===== src/sv/mt64c_pkg.sv =====
// ---------------------------------------------------------------------------
// mt64c_pkg: shared types and constants of the MT19937-64 keystream cipher
// Generator constants, state word width and controller/datapath interface.
// ---------------------------------------------------------------------------
package mt64c_pkg;

  localparam int unsigned TW_N      = 312;
  localparam int unsigned TW_M      = 156;
  localparam int unsigned IDX_W     = 9;
  localparam int unsigned WORD_W    = 64;

  localparam logic [63:0] TW_MATRIX   = 64'hB502_6F5A_A966_19E9;
  localparam logic [63:0] TW_INIT_MUL = 64'd6364136223846793005;
  localparam logic [63:0] SEED_RESET  = 64'd12345;

  // Command from the controller to the datapath
  typedef struct packed {
    logic seed_start;   // load seed word and begin fill
    logic seed_step;    // advance one fill step
    logic twist_rd;     // issue reads for on-the-fly twist of current index
    logic twist_wr;     // write back twisted word and emit key byte
    logic clr_cnt;      // clear byte counter
  } mt64c_cmd_t;

  // Status from the datapath to the controller
  typedef struct packed {
    logic seed_done;    // fill sweep finished
    logic seeded;       // generator holds a valid state
  } mt64c_sts_t;

  // Tempering of one generator word (the shift-17 mask differs from MT19937-64)
  function automatic logic [63:0] temper(input logic [63:0] x);
    logic [63:0] y;
    y = x;
    y = y ^ ((y >> 29) & 64'h5555_5555_5555_5555);
    y = y ^ ((y << 17) & 64'h71D6_7FFF_EEB3_0000);
    y = y ^ ((y << 37) & 64'hFFF7_EEE0_0000_0000);
    y = y ^ (y >> 43);
    return y;
  endfunction

endpackage


===== src/sv/mt64c_ctrl.sv =====
// ---------------------------------------------------------------------------
// mt64c_ctrl: sequencing controller
// Handles input/output handshakes, seeding sweep and per-byte twist steps.
// ---------------------------------------------------------------------------
module mt64c_ctrl (
  input  logic                   clk,
  input  logic                   rst_n,
  input  logic                   in_valid,
  input  logic                   in_restart,
  output logic                   in_take,
  output logic                   out_load,
  input  logic                   out_busy,
  output mt64c_pkg::mt64c_cmd_t  cmd,
  input  mt64c_pkg::mt64c_sts_t  sts
);
  import mt64c_pkg::*;

  typedef enum logic [3:0] {
    S_IDLE = 4'b0001,
    S_SEED = 4'b0010,
    S_READ = 4'b0100,
    S_WRIT = 4'b1000
  } state_t;

  state_t state_r, state_nxt;

  // next state and commands
  always_comb begin
    state_nxt = state_r;
    cmd       = '0;
    in_take   = 1'b0;
    out_load  = 1'b0;
    case (state_r)
      S_IDLE: begin
        if (in_valid && !out_busy) begin
          in_take = 1'b1;
          if (in_restart || !sts.seeded) begin
            cmd.seed_start = 1'b1;
            cmd.clr_cnt    = 1'b1;
            state_nxt      = S_SEED;
          end else begin
            cmd.twist_rd = 1'b1;
            state_nxt    = S_WRIT;
          end
        end
      end
      S_SEED: begin
        if (sts.seed_done) begin
          state_nxt = S_READ;
        end else begin
          cmd.seed_step = 1'b1;
        end
      end
      S_READ: begin
        cmd.twist_rd = 1'b1;
        state_nxt    = S_WRIT;
      end
      S_WRIT: begin
        cmd.twist_wr = 1'b1;
        out_load     = 1'b1;
        state_nxt    = S_IDLE;
      end
      default: state_nxt = S_IDLE;
    endcase
  end

  always_ff @(posedge clk) begin
    if (!rst_n) begin
      state_r <= S_IDLE;
    end else begin
      state_r <= state_nxt;
    end
  end

endmodule


===== config.mk =====
export PLATFORM = sky130hd
export DESIGN_NAME = mt64c_ctrl
export DESIGN_NICKNAME = d
export VERILOG_FILES = /design/src/sv/mt64c_pkg.sv /design/src/sv/mt64c_ctrl.sv
export SDC_FILE = /design/constraint.sdc
export NUM_CORES = 1
export LEC_CHECK = 0
export BUFFER_PORTS_ARGS = -buffer_cell sky130_fd_sc_hd__buf_2
export CORE_AREA = 3 3 40 42
export CTS_CLUSTER_DIAMETER = 80
export DETAILED_ROUTE_END_ITERATION = 7
export DIE_AREA = 0 0 43 45
export GPL_ROUTABILITY_DRIVEN = 1
export GPL_TIMING_DRIVEN = 0
export SLEW_MARGIN = 20
export SYNTH_ARGS = -nofsm -noshare
export SYNTH_HDL_FRONTEND = slang
export SYNTH_SLANG_ARGS = --single-unit

===== constraint.sdc =====
create_clock -name clk -period 1.8 [get_ports clk]
set_input_delay 0.27 -clock clk [delete_from_list [all_inputs] [get_ports clk]]
set_output_delay 0.27 -clock clk [all_outputs]
set_load 0.02 [all_outputs]

==> flow_summary_export.csv, run 1 <==
group,metric,value,unit
floorplan,die_height,45,um
synth,multiplexer_area_fraction_after_synthesis,0,%
routing,drt-initial-drc-count,2,
synth,synth_compound_area_share,15.50,%
final_layout,n_antenna_cell,0,
clock_network,cts_max_level,1,
sta,hold_violations,0,
routing,first_pass_iters,3,
routing,ant_nets,0,
synth,synth_top_family_by_area,"simple AND/OR/NAND/NOR gates",
critical_path,end_kind,"output pin",
final_layout,syn2layout_area_growth,42.50,%
final_layout,layout.filler_cells,145,
floorplan,io_pins,14,
clock_network,ctsResizeCount,0,
clock_network,post_cts.repair.setup_buffers,0,
critical_path,critical_path.reg2reg.startpoint,"state_r[2]",
clock_network,clock_tree.root_cell,"sky130_fd_sc_hd__clkbuf_4",
sta,final.setup.tns,0,ns
critical_path,rr_worst_depth,3,
sta,final.setup_skew,0.001656,ns
final_layout,largest_register,"state_r",
sta,measured_slew_at_the_worst_slew_check_pin,0.3958,ns
sta,slew_violations,0,
final_layout,final_nets,54,
clock_network,tritoncts,"done",
global_routing,first_global_vias,223,
clock_network,total_number_of_clock_tree_sinks,4,
synth,synth_top_cells_by_area,"sky130_fd_sc_hd__dfxtp_1 (32%), sky130_fd_sc_hd__nor2b_1 (7.5%), sky130_fd_sc_hd__and4bb_4 (6.5%), sky130_fd_sc_hd__buf_4 (6.0%), sky130_fd_sc_hd__nor3b_2 (5.0%)",
worst_hold_path,hold_start,"rst_n",
critical_path,worstSetupPathType,"flop to output pin",
routing,routedWlPerCell,9.017,um
final_layout,reg.largest.list,"state_r: 4 flops",
clock_network,hold_buffers,0,
critical_path,timing.reg2reg.setup_slack,0.83,ns
global_routing,grt_antenna_before_repair,0,
pwr,cellLeakagePower,0.1840,nW
critical_path,critPathLaunchType,"flop",
critical_path,critical_path_arrival,1.36,ns
floorplan,die_w,43,um
clock_network,cts_buffer_depth,2,
floorplan,starting_density_of_the_core,19.47,%
synth,synth_simple_gate_area_share,42.00,%
final_layout,most_common_cell_after_layout_fill_and_taps_aside,"sky130_fd_sc_hd__buf_2",
global_routing,largest_net_degree_at_the_start_of_global_routing,8,
sta,timing.fmax,0.6153,GHz
routing,detailroute.via_count,256,
routing,drc_violations,0,
worst_hold_path,worst_hold_path.endpoint,"state_r[1]",
final_layout,largest_register_ffs,4,
synth,synth_cells,29,
critical_path,worst-endpoint-required,1.53,ns
final_layout,final_util,27.75,%
synth,synthAdderAreaFrac,0,%
synth,synth.cell_area,250.2,sq um
run,maxCapViolCount,0,
final_layout,commonest_non_fill_non_tap_cells_in_the_layout,"sky130_fd_sc_hd__buf_2 (13), sky130_fd_sc_hd__dfxtp_1 (4)",
critical_path,critPathMaxFanout,7,
routing,routed_wl,541,um
worst_hold_path,hold-path-cell-count,2,
synth,synth.net_count,36,
global_routing,gr_overflow_total,0,
synth,synth_cell_types,18,
sta,max-slew-margin-rel,73.24,%
synth,ys_warn_count,0,
global_routing,grt_pass1_wl,821,um
status,outcome,"finished clean",
synth,postSynthAreaPerCell,8.629,sq um
floorplan,die_area,1935,sq um
pwr,power_density,696.3,nW/um^2
synth,synth-xor-area-share,0,%
clock_network,clk_pin_slew_worst_paths,0.04,ns
sta,timing.final.crit_share,90.29,%
routing,drt-vias-per-instance,4.267,
placement,finalWeightedCongestion,0.7079,
clock_network,worst_skew_pair.late_latency,0.24,ns
placement,port_buffers,13,
sta,finalWorstPathRequiredPeriod,1.625,ns
synth,synthDominantCellAreaShare,32.00,%
sta,setup_viol,0,
synth,post-synth-top-area-cell,"sky130_fd_sc_hd__dfxtp_1",
worst_hold_path,hp-class,"input port to flop",
sta,rsz0062_at_grt,"no",
synth,synth_sequential_area_ratio,32.00,%
floorplan,placementRows,13,
critical_path,worstReg2RegEnd,"state_r[1]",
global_routing,grt_util_all_layers,6.000,%
final_layout,post_route_cells_drive_above_1_share,51.11,%
clock_network,cts_buffers,3,
synth,ys_ff_latch,4,
floorplan,core-area,1285,sq um
pwr,irDropWorstVdd,284.1,uV
-- per-layer routing --
metal | share of wire [%] | track usage (%) | up-vias
li1 | - | - | 130
met1 | 40 | 6.280 | 114
met2 | 48 | 9.281 | 10
met3 | 9.4 | 2.390 | 2
met4 | 2.6 | 5.422 | 0
met5 | 0 | 0 | -
-- worst max path at each step --
stage,startpoint,end,slack (ns)
after floorplan,state_r[1],cmd[1],0.04
after global placement,out_busy,cmd[4],0.39
after detailed placement,out_busy,cmd[4],0.38
after CTS,state_r[1],cmd[1],0.16
after global routing,state_r[1],cmd[1],0.1
final,state_r[1],cmd[1],0.17
-- stage by stage --
step,power [W],hold WS (ns),setup WS [ns],std cells,area [sq um]
3_5_place_dp,0.0001367,0.5205,0.3825,57,334.1
6_report,0.0002483,0.2758,0.1749,60,356.6
2_1_floorplan,0.0001222,0.4198,0.03786,29,250.2
5_1_grt,0.0002585,0.2932,0.09756,60,356.6
4_1_cts,0.0002538,0.2735,0.1557,60,356.6
3_3_place_gp,0.0001361,0.5159,0.3877,57,334.1
-- cells by family after synthesis --
family / after synthesis
buf+inv: 5
flops: 4
simple gates: 15
compound gates: 5
-- critical path, cell delays in order (launching register included) --
cell                      delay (ns)
sky130_fd_sc_hd__dfxtp_1        0.36
sky130_fd_sc_hd__nor4b_1        0.43
sky130_fd_sc_hd__buf_4          0.17
sky130_fd_sc_hd__buf_2          0.15
-- layout make-up --
type / count / area (sq um) / share of cell area, %
multi-input combinational: 20 / 143.9 / 40.35
sequential: 4 / 80.08 / 22.46
timing repair buffer: 13 / 65.06 / 18.25
clock buffer: 3 / 22.52 / 6.316
tap: 15 / 18.77 / 5.263
buffer: 2 / 15.01 / 4.211
inverter: 3 / 11.26 / 3.158
-- report_power, final --
group          internal [W]  switching (W)
clock network     0.0000747      0.0000388
registers         0.0000919     0.00000358
logic             0.0000190      0.0000202
-- synth_stat cells --
library cell and n:
sky130_fd_sc_hd__a21boi_2 1, sky130_fd_sc_hd__a21oi_2 1, sky130_fd_sc_hd__and4_1 1, sky130_fd_sc_hd__and4bb_4 1, sky130_fd_sc_hd__buf_4 2, sky130_fd_sc_hd__dfxtp_1 4, sky130_fd_sc_hd__inv_1 3, sky130_fd_sc_hd__nand2_1 2
sky130_fd_sc_hd__nand2b_1 1, sky130_fd_sc_hd__nand3_1 1, sky130_fd_sc_hd__nand3_2 1, sky130_fd_sc_hd__nor2_1 3, sky130_fd_sc_hd__nor2b_1 3, sky130_fd_sc_hd__nor3b_2 1, sky130_fd_sc_hd__nor4b_1 1, sky130_fd_sc_hd__o21ai_0 1
sky130_fd_sc_hd__o21ai_1 1, sky130_fd_sc_hd__o311ai_1 1
No activity file was read; power rests on OpenSTA's default activity.
==> run 2, diff against run 1 <==
--- a/config.mk
+++ b/config.mk
@@ -6,10 +6,10 @@
 export NUM_CORES = 1
 export LEC_CHECK = 0
 export BUFFER_PORTS_ARGS = -buffer_cell sky130_fd_sc_hd__buf_2
-export CORE_AREA = 3 3 40 42
+export CORE_AREA = 2 2 39 41
 export CTS_CLUSTER_DIAMETER = 80
 export DETAILED_ROUTE_END_ITERATION = 7
-export DIE_AREA = 0 0 43 45
+export DIE_AREA = 0 0 41 43
 export GPL_ROUTABILITY_DRIVEN = 1
 export GPL_TIMING_DRIVEN = 0
 export SLEW_MARGIN = 20
==> flow_summary_export.csv, run 2 (synthesis gave the netlist of run 1 again) <==
group,metric,value,unit
status,outcome,"finished clean",
final_layout,post_route_cells_drive_above_1_share,51.11,%
floorplan,die_height,43,um
critical_path,critical_path.top_delay_family,"simple AND/OR/NAND/NOR gates",
final_layout,final_nets,54,
sta,slew_violations,0,
floorplan,die_w,41,um
clock_network,cts_buffers,3,
sta,max-slew-margin-rel,76.47,%
critical_path,critPathMaxFanout,5,
final_layout,fin_cells,61,
critical_path,critical_path_arrival,1.32,ns
floorplan,die_area,1763,sq um
placement,port_buffers,13,
critical_path,critPathLaunchType,"flop",
sta,fin_hold_ws,0.2792,ns
final_layout,syn2layout_area_growth,43.00,%
critical_path,worstSetupPathType,"flop to output pin",
clock_network,cts_buffer_depth,2,
sta,timing.final.crit_share,88.60,%
critical_path,critical-path-slowest-cell,"sky130_fd_sc_hd__and4bb_4",
placement,dp_slack,0.3831,ns
routing,ant_nets,0,
clock_network,cts_max_level,1,
final_layout,reg.largest.list,"state_r: 4 flops",
global_routing,grt_util_all_layers,7.638,%
floorplan,io_pins,14,
sta,hold_violations,0,
routing,first_pass_iters,3,
clock_network,clk_pin_slew_worst_paths,0.04,ns
pwr,power_density,692.4,nW/um^2
sta,setup_viol,0,
global_routing,gr_overflow_total,0,
final_layout,largest_register_ffs,4,
global_routing,largest_net_degree_at_the_start_of_global_routing,8,
critical_path,cpPeakStageDelay,0.34,ns
sta,final.setup_skew,0.001843,ns
placement,detailed_place_hpwl,400.5,um
global_routing,grt_antenna_before_repair,0,
placement,place.detailed.instances,58,
final_layout,largest_register,"state_r",
pwr,irDropWorstVdd,242.5,uV
clock_network,tritoncts,"done",
clock_network,post_cts.repair.setup_buffers,0,
floorplan,starting_density_of_the_core,18.08,%
sta,finalWorstPathRequiredPeriod,1.595,ns
run,maxCapViolCount,0,
critical_path,worst-endpoint-required,1.53,ns
routing,detailroute.via_count,244,
sta,rsz0062_at_grt,"no",
floorplan,placementRows,14,
sta,timing.fmax,0.6271,GHz
critical_path,end_kind,"output pin",
critical_path,cp.buffers_inverters,3,
sta,timing.final.ws_setup,0.2053,ns
clock_network,clock_tree.root_cell,"sky130_fd_sc_hd__clkbuf_4",
clock_network,hold_buffers,0,
sta,final.setup.tns,0,ns
pwr,cellLeakagePower,0.1840,nW
clock_network,ctsResizeCount,0,
routing,drt-vias-per-instance,4.000,
floorplan,core-area,1384,sq um
clock_network,total_number_of_clock_tree_sinks,4,
final_layout,n_antenna_cell,0,
final_layout,commonest_non_fill_non_tap_cells_in_the_layout,"sky130_fd_sc_hd__buf_2 (13), sky130_fd_sc_hd__dfxtp_1 (4)",
placement,finalWeightedCongestion,0.6688,
critical_path,crit_path_cell_trace,"and4bb_4, nand3_2, inv_1, buf_4, buf_2",
global_routing,grt_pass1_wl,883,um
clock_network,worst_skew_pair.late_latency,0.23,ns
routing,drc_violations,0,
worst_hold_path,hp-class,"input port to flop",
routing,routedWlPerCell,8.623,um
routing,routed_wl,526,um
routing,drt-initial-drc-count,3,
sta,measured_slew_at_the_worst_slew_check_pin,0.3480,ns
final_layout,most_common_cell_after_layout_fill_and_taps_aside,"sky130_fd_sc_hd__buf_2",
global_routing,first_global_vias,233,
run 2: cell counts in the layout (fill, tap and decap cells not counted):
No cell type changed its count.
run 2: worst register-to-register path, cell delays in order, from the launching register on:
cell and delay, ns:
sky130_fd_sc_hd__dfxtp_1 0.33, sky130_fd_sc_hd__and4bb_4 0.34, sky130_fd_sc_hd__nand3_2 0.10, sky130_fd_sc_hd__a21boi_2 0.14
run 2: layer usage:
metal	track usage, %	part of all wire [%]
met1	10.00	43
met4	8.000	0
met2	9.375	49
met5	0	0
met3	1.571	7.8
run 2: through the flow:
stage	util [%]	total power, W	instance area [sq um]
finish	25.86	0.0002478	357.8
global route	25.86	0.0002634	357.8
CTS	25.86	0.0002551	357.8
detailed placement	24.23	0.0001364	335.3
global placement	24.23	0.0001361	335.3
floorplan	-	0.0001222	250.2
run 2: path summary, 6_finish.rpt:
check                  start    endpoint  slack, ns  depth (start not counted)
setup reg to reg  state_r[2]  state_r[1]       0.83                          3
hold / removal         rst_n  state_r[1]       0.28                          2
hold reg to reg   state_r[1]  state_r[3]       0.55                          1
setup / recovery  state_r[2]      cmd[4]       0.21                          5
run 2: area by class of cell:
| type | instances | area [sq um] |
|---|---|---|
| Buffer | 2 | 15.01 |
| Inverter | 3 | 11.26 |
| Fill cell | 161 | 1026 |
| Tap cell | 16 | 20.02 |
| Clock buffer | 3 | 22.52 |
| Sequential cell | 4 | 80.08 |
| Multi-Input combinational cell | 20 | 143.9 |
| Timing Repair Buffer | 13 | 65.06 |
run 2: power by group:
group	total, W	switching [W]	internal, W
combinational	0.0000391	0.0000201	0.0000190
clock	0.000113	0.0000384	0.0000747
sequential	0.0000955	0.00000365	0.0000918
total	0.000248	0.0000622	0.000186
==> run 3, diff against run 2 <==
--- a/config.mk
+++ b/config.mk
@@ -6,12 +6,13 @@
 export NUM_CORES = 1
 export LEC_CHECK = 0
 export BUFFER_PORTS_ARGS = -buffer_cell sky130_fd_sc_hd__buf_2
-export CORE_AREA = 2 2 39 41
+export CORE_AREA = 4 4 41 43
 export CTS_CLUSTER_DIAMETER = 80
 export DETAILED_ROUTE_END_ITERATION = 7
-export DIE_AREA = 0 0 41 43
+export DIE_AREA = 0 0 45 47
 export GPL_ROUTABILITY_DRIVEN = 1
 export GPL_TIMING_DRIVEN = 0
+export MAX_ROUTING_LAYER = met4
 export SLEW_MARGIN = 20
 export SYNTH_ARGS = -nofsm -noshare
 export SYNTH_HDL_FRONTEND = slang
==> flow_summary_export.csv, run 3 (synthesis gave the netlist of run 1 again) <==
group,metric,value,unit
pwr,seq_power_share,38.5,%
floorplan,die_area,2115,sq um
run,maxCapViolCount,0,
pwr,power_density,695.9,nW/um^2
sta,final.setup.tns,0,ns
placement,port_buffers,13,
global_routing,grt_util_all_layers,7.102,%
sta,rsz0062_at_grt,"no",
routing,routed_wl,537,um
critical_path,critical-path-slowest-cell,"sky130_fd_sc_hd__nor4b_1",
pwr,internal,0.0001856,W
final_layout,n_antenna_cell,0,
pwr,p_sw_share,25.20,%
worst_hold_path,hold-path-cell-count,2,
clock_network,worst_skew_pair.late_latency,0.24,ns
clock_network,cts_buffer_depth,2,
clock_network,cts_buffers,3,
final_layout,reg.largest.list,"state_r: 4 flops",
pwr,irDropWorstVdd,376.7,uV
sta,timing.fmax,0.6117,GHz
critical_path,crit_path_cell_trace,"nor4b_1, buf_4, buf_2",
global_routing,grt_pass1_wl,972,um
routing,drt-vias-per-instance,4.200,
worst_hold_path,hp-class,"input port to flop",
critical_path,worstSetupPathType,"flop to output pin",
clock_network,tritoncts,"done",
floorplan,die_height,47,um
pwr,power_frac_clock,45.7,%
routing,first_pass_iters,2,
floorplan,core-area,1301,sq um
critical_path,end_kind,"output pin",
critical_path,critPathLaunchType,"flop",
sta,hold_violations,0,
sta,measured_slew_at_the_worst_slew_check_pin,0.4068,ns
critical_path,cpPeakStageDelay,0.44,ns
routing,detailroute.via_count,252,
final_layout,post_route_cells_drive_above_1_share,51.11,%
pwr,switching_power,0.00006254,W
final_layout,layout.filler_cells,159,
clock_network,hold_buffers,0,
floorplan,starting_density_of_the_core,19.23,%
final_layout,syn2layout_area_growth,42.50,%
final_layout,commonest_non_fill_non_tap_cells_in_the_layout,"sky130_fd_sc_hd__buf_2 (13), sky130_fd_sc_hd__dfxtp_1 (4)",
clock_network,clock_tree.root_cell,"sky130_fd_sc_hd__clkbuf_4",
sta,max-slew-margin-rel,72.50,%
global_routing,first_global_vias,248,
global_routing,grt_antenna_before_repair,0,
sta,final.setup_skew,0.001100,ns
sta,setup_viol,0,
global_routing,gr_overflow_total,0,
clock_network,post_cts.repair.setup_buffers,0,
sta,slew_violations,0,
critical_path,critical_path_arrival,1.36,ns
clock_network,clk_pin_slew_worst_paths,0.04,ns
pwr,pwr-share-comb,15.7,%
routing,drc_violations,0,
critical_path,critPathMaxFanout,7,
routing,ant_nets,0,
routing,drt-initial-drc-count,1,
final_layout,largest_register,"state_r",
pwr,cellLeakagePower,0.1840,nW
sta,timing.final.crit_share,90.82,%
floorplan,io_pins,14,
floorplan,die_w,45,um
global_routing,largest_net_degree_at_the_start_of_global_routing,8,
final_layout,final_nets,54,
critical_path,rr_worst_depth,3,
placement,dp_slack,0.3890,ns
sta,timing.final.ws_setup,0.1653,ns
routing,routedWlPerCell,8.950,um
clock_network,total_number_of_clock_tree_sinks,4,
status,outcome,"finished clean",
sta,finalWorstPathRequiredPeriod,1.635,ns
critical_path,worst-endpoint-required,1.53,ns
clock_network,ctsResizeCount,0,
final_layout,most_common_cell_after_layout_fill_and_taps_aside,"sky130_fd_sc_hd__buf_2",
floorplan,placementRows,13,
final_layout,largest_register_ffs,4,
placement,finalWeightedCongestion,0.7182,
clock_network,cts_max_level,1,
## run 3: power by group through the flow
stage	Clock, W	Combinational [W]	Sequential, W
after detailed placement	0	0.0000395	0.0000969
after global routing	0.000130	0.0000436	0.0000959
after CTS	0.000116	0.0000398	0.0000955
final	0.000114	0.0000390	0.0000956
after floorplan	0	0.0000262	0.0000960
after global placement	0	0.0000393	0.0000969
## run 3: metal layers
| metal | wire length (um) | share of wire, % | vias up | GRT usage [%] |
|---|---|---|---|---|
| met1 | 231 | 43 | 111 | 6.834 |
| li1 | - | - | 130 | - |
| met2 | 239 | 45 | 11 | 10.17 |
| met5 | 0 | 0 | - | - |
| met4 | 0 | 0 | 0 | 1.754 |
| met3 | 65 | 12 | 0 | 6.897 |
## run 3: path summary, 6_finish.rpt
check                   from          to  slack [ns]
hold reg to reg   state_r[1]  state_r[3]        0.56
setup / recovery  state_r[1]      cmd[1]        0.17
hold / removal         rst_n  state_r[1]        0.27
setup reg to reg  state_r[2]  state_r[1]        0.84
## run 3: layout make-up
class	count	area (sq um)	area share (%)
Multi-Input combinational cell	20	143.9	40.35
Sequential cell	4	80.08	22.46
Timing Repair Buffer	13	65.06	18.25
Clock buffer	3	22.52	6.316
Tap cell	15	18.77	5.263
Buffer	2	15.01	4.211
Inverter	3	11.26	3.158
## run 3: stage by stage
stage                     cells  util, %  hold WS (ns)  power (W)  cell area, sq um
final                        60    27.40        0.2743  0.0002482             356.6
after global routing         60    27.40        0.2929  0.0002693             356.6
after CTS                    60    27.40        0.2752  0.0002516             356.6
after detailed placement     57    25.67        0.5201  0.0001363             334.1
after global placement       57    25.67        0.5162  0.0001362             334.1
after floorplan              29        -        0.4198  0.0001222             250.2
## run 3: worst max-delay path, delay by kind of cell (launching register included)
| family | cells | cell delay (ns) |
|---|---|---|
| DFF | 1 | 0.36 |
| buffers and inverters | 2 | 0.33 |
| and+or+nand+nor | 1 | 0.44 |
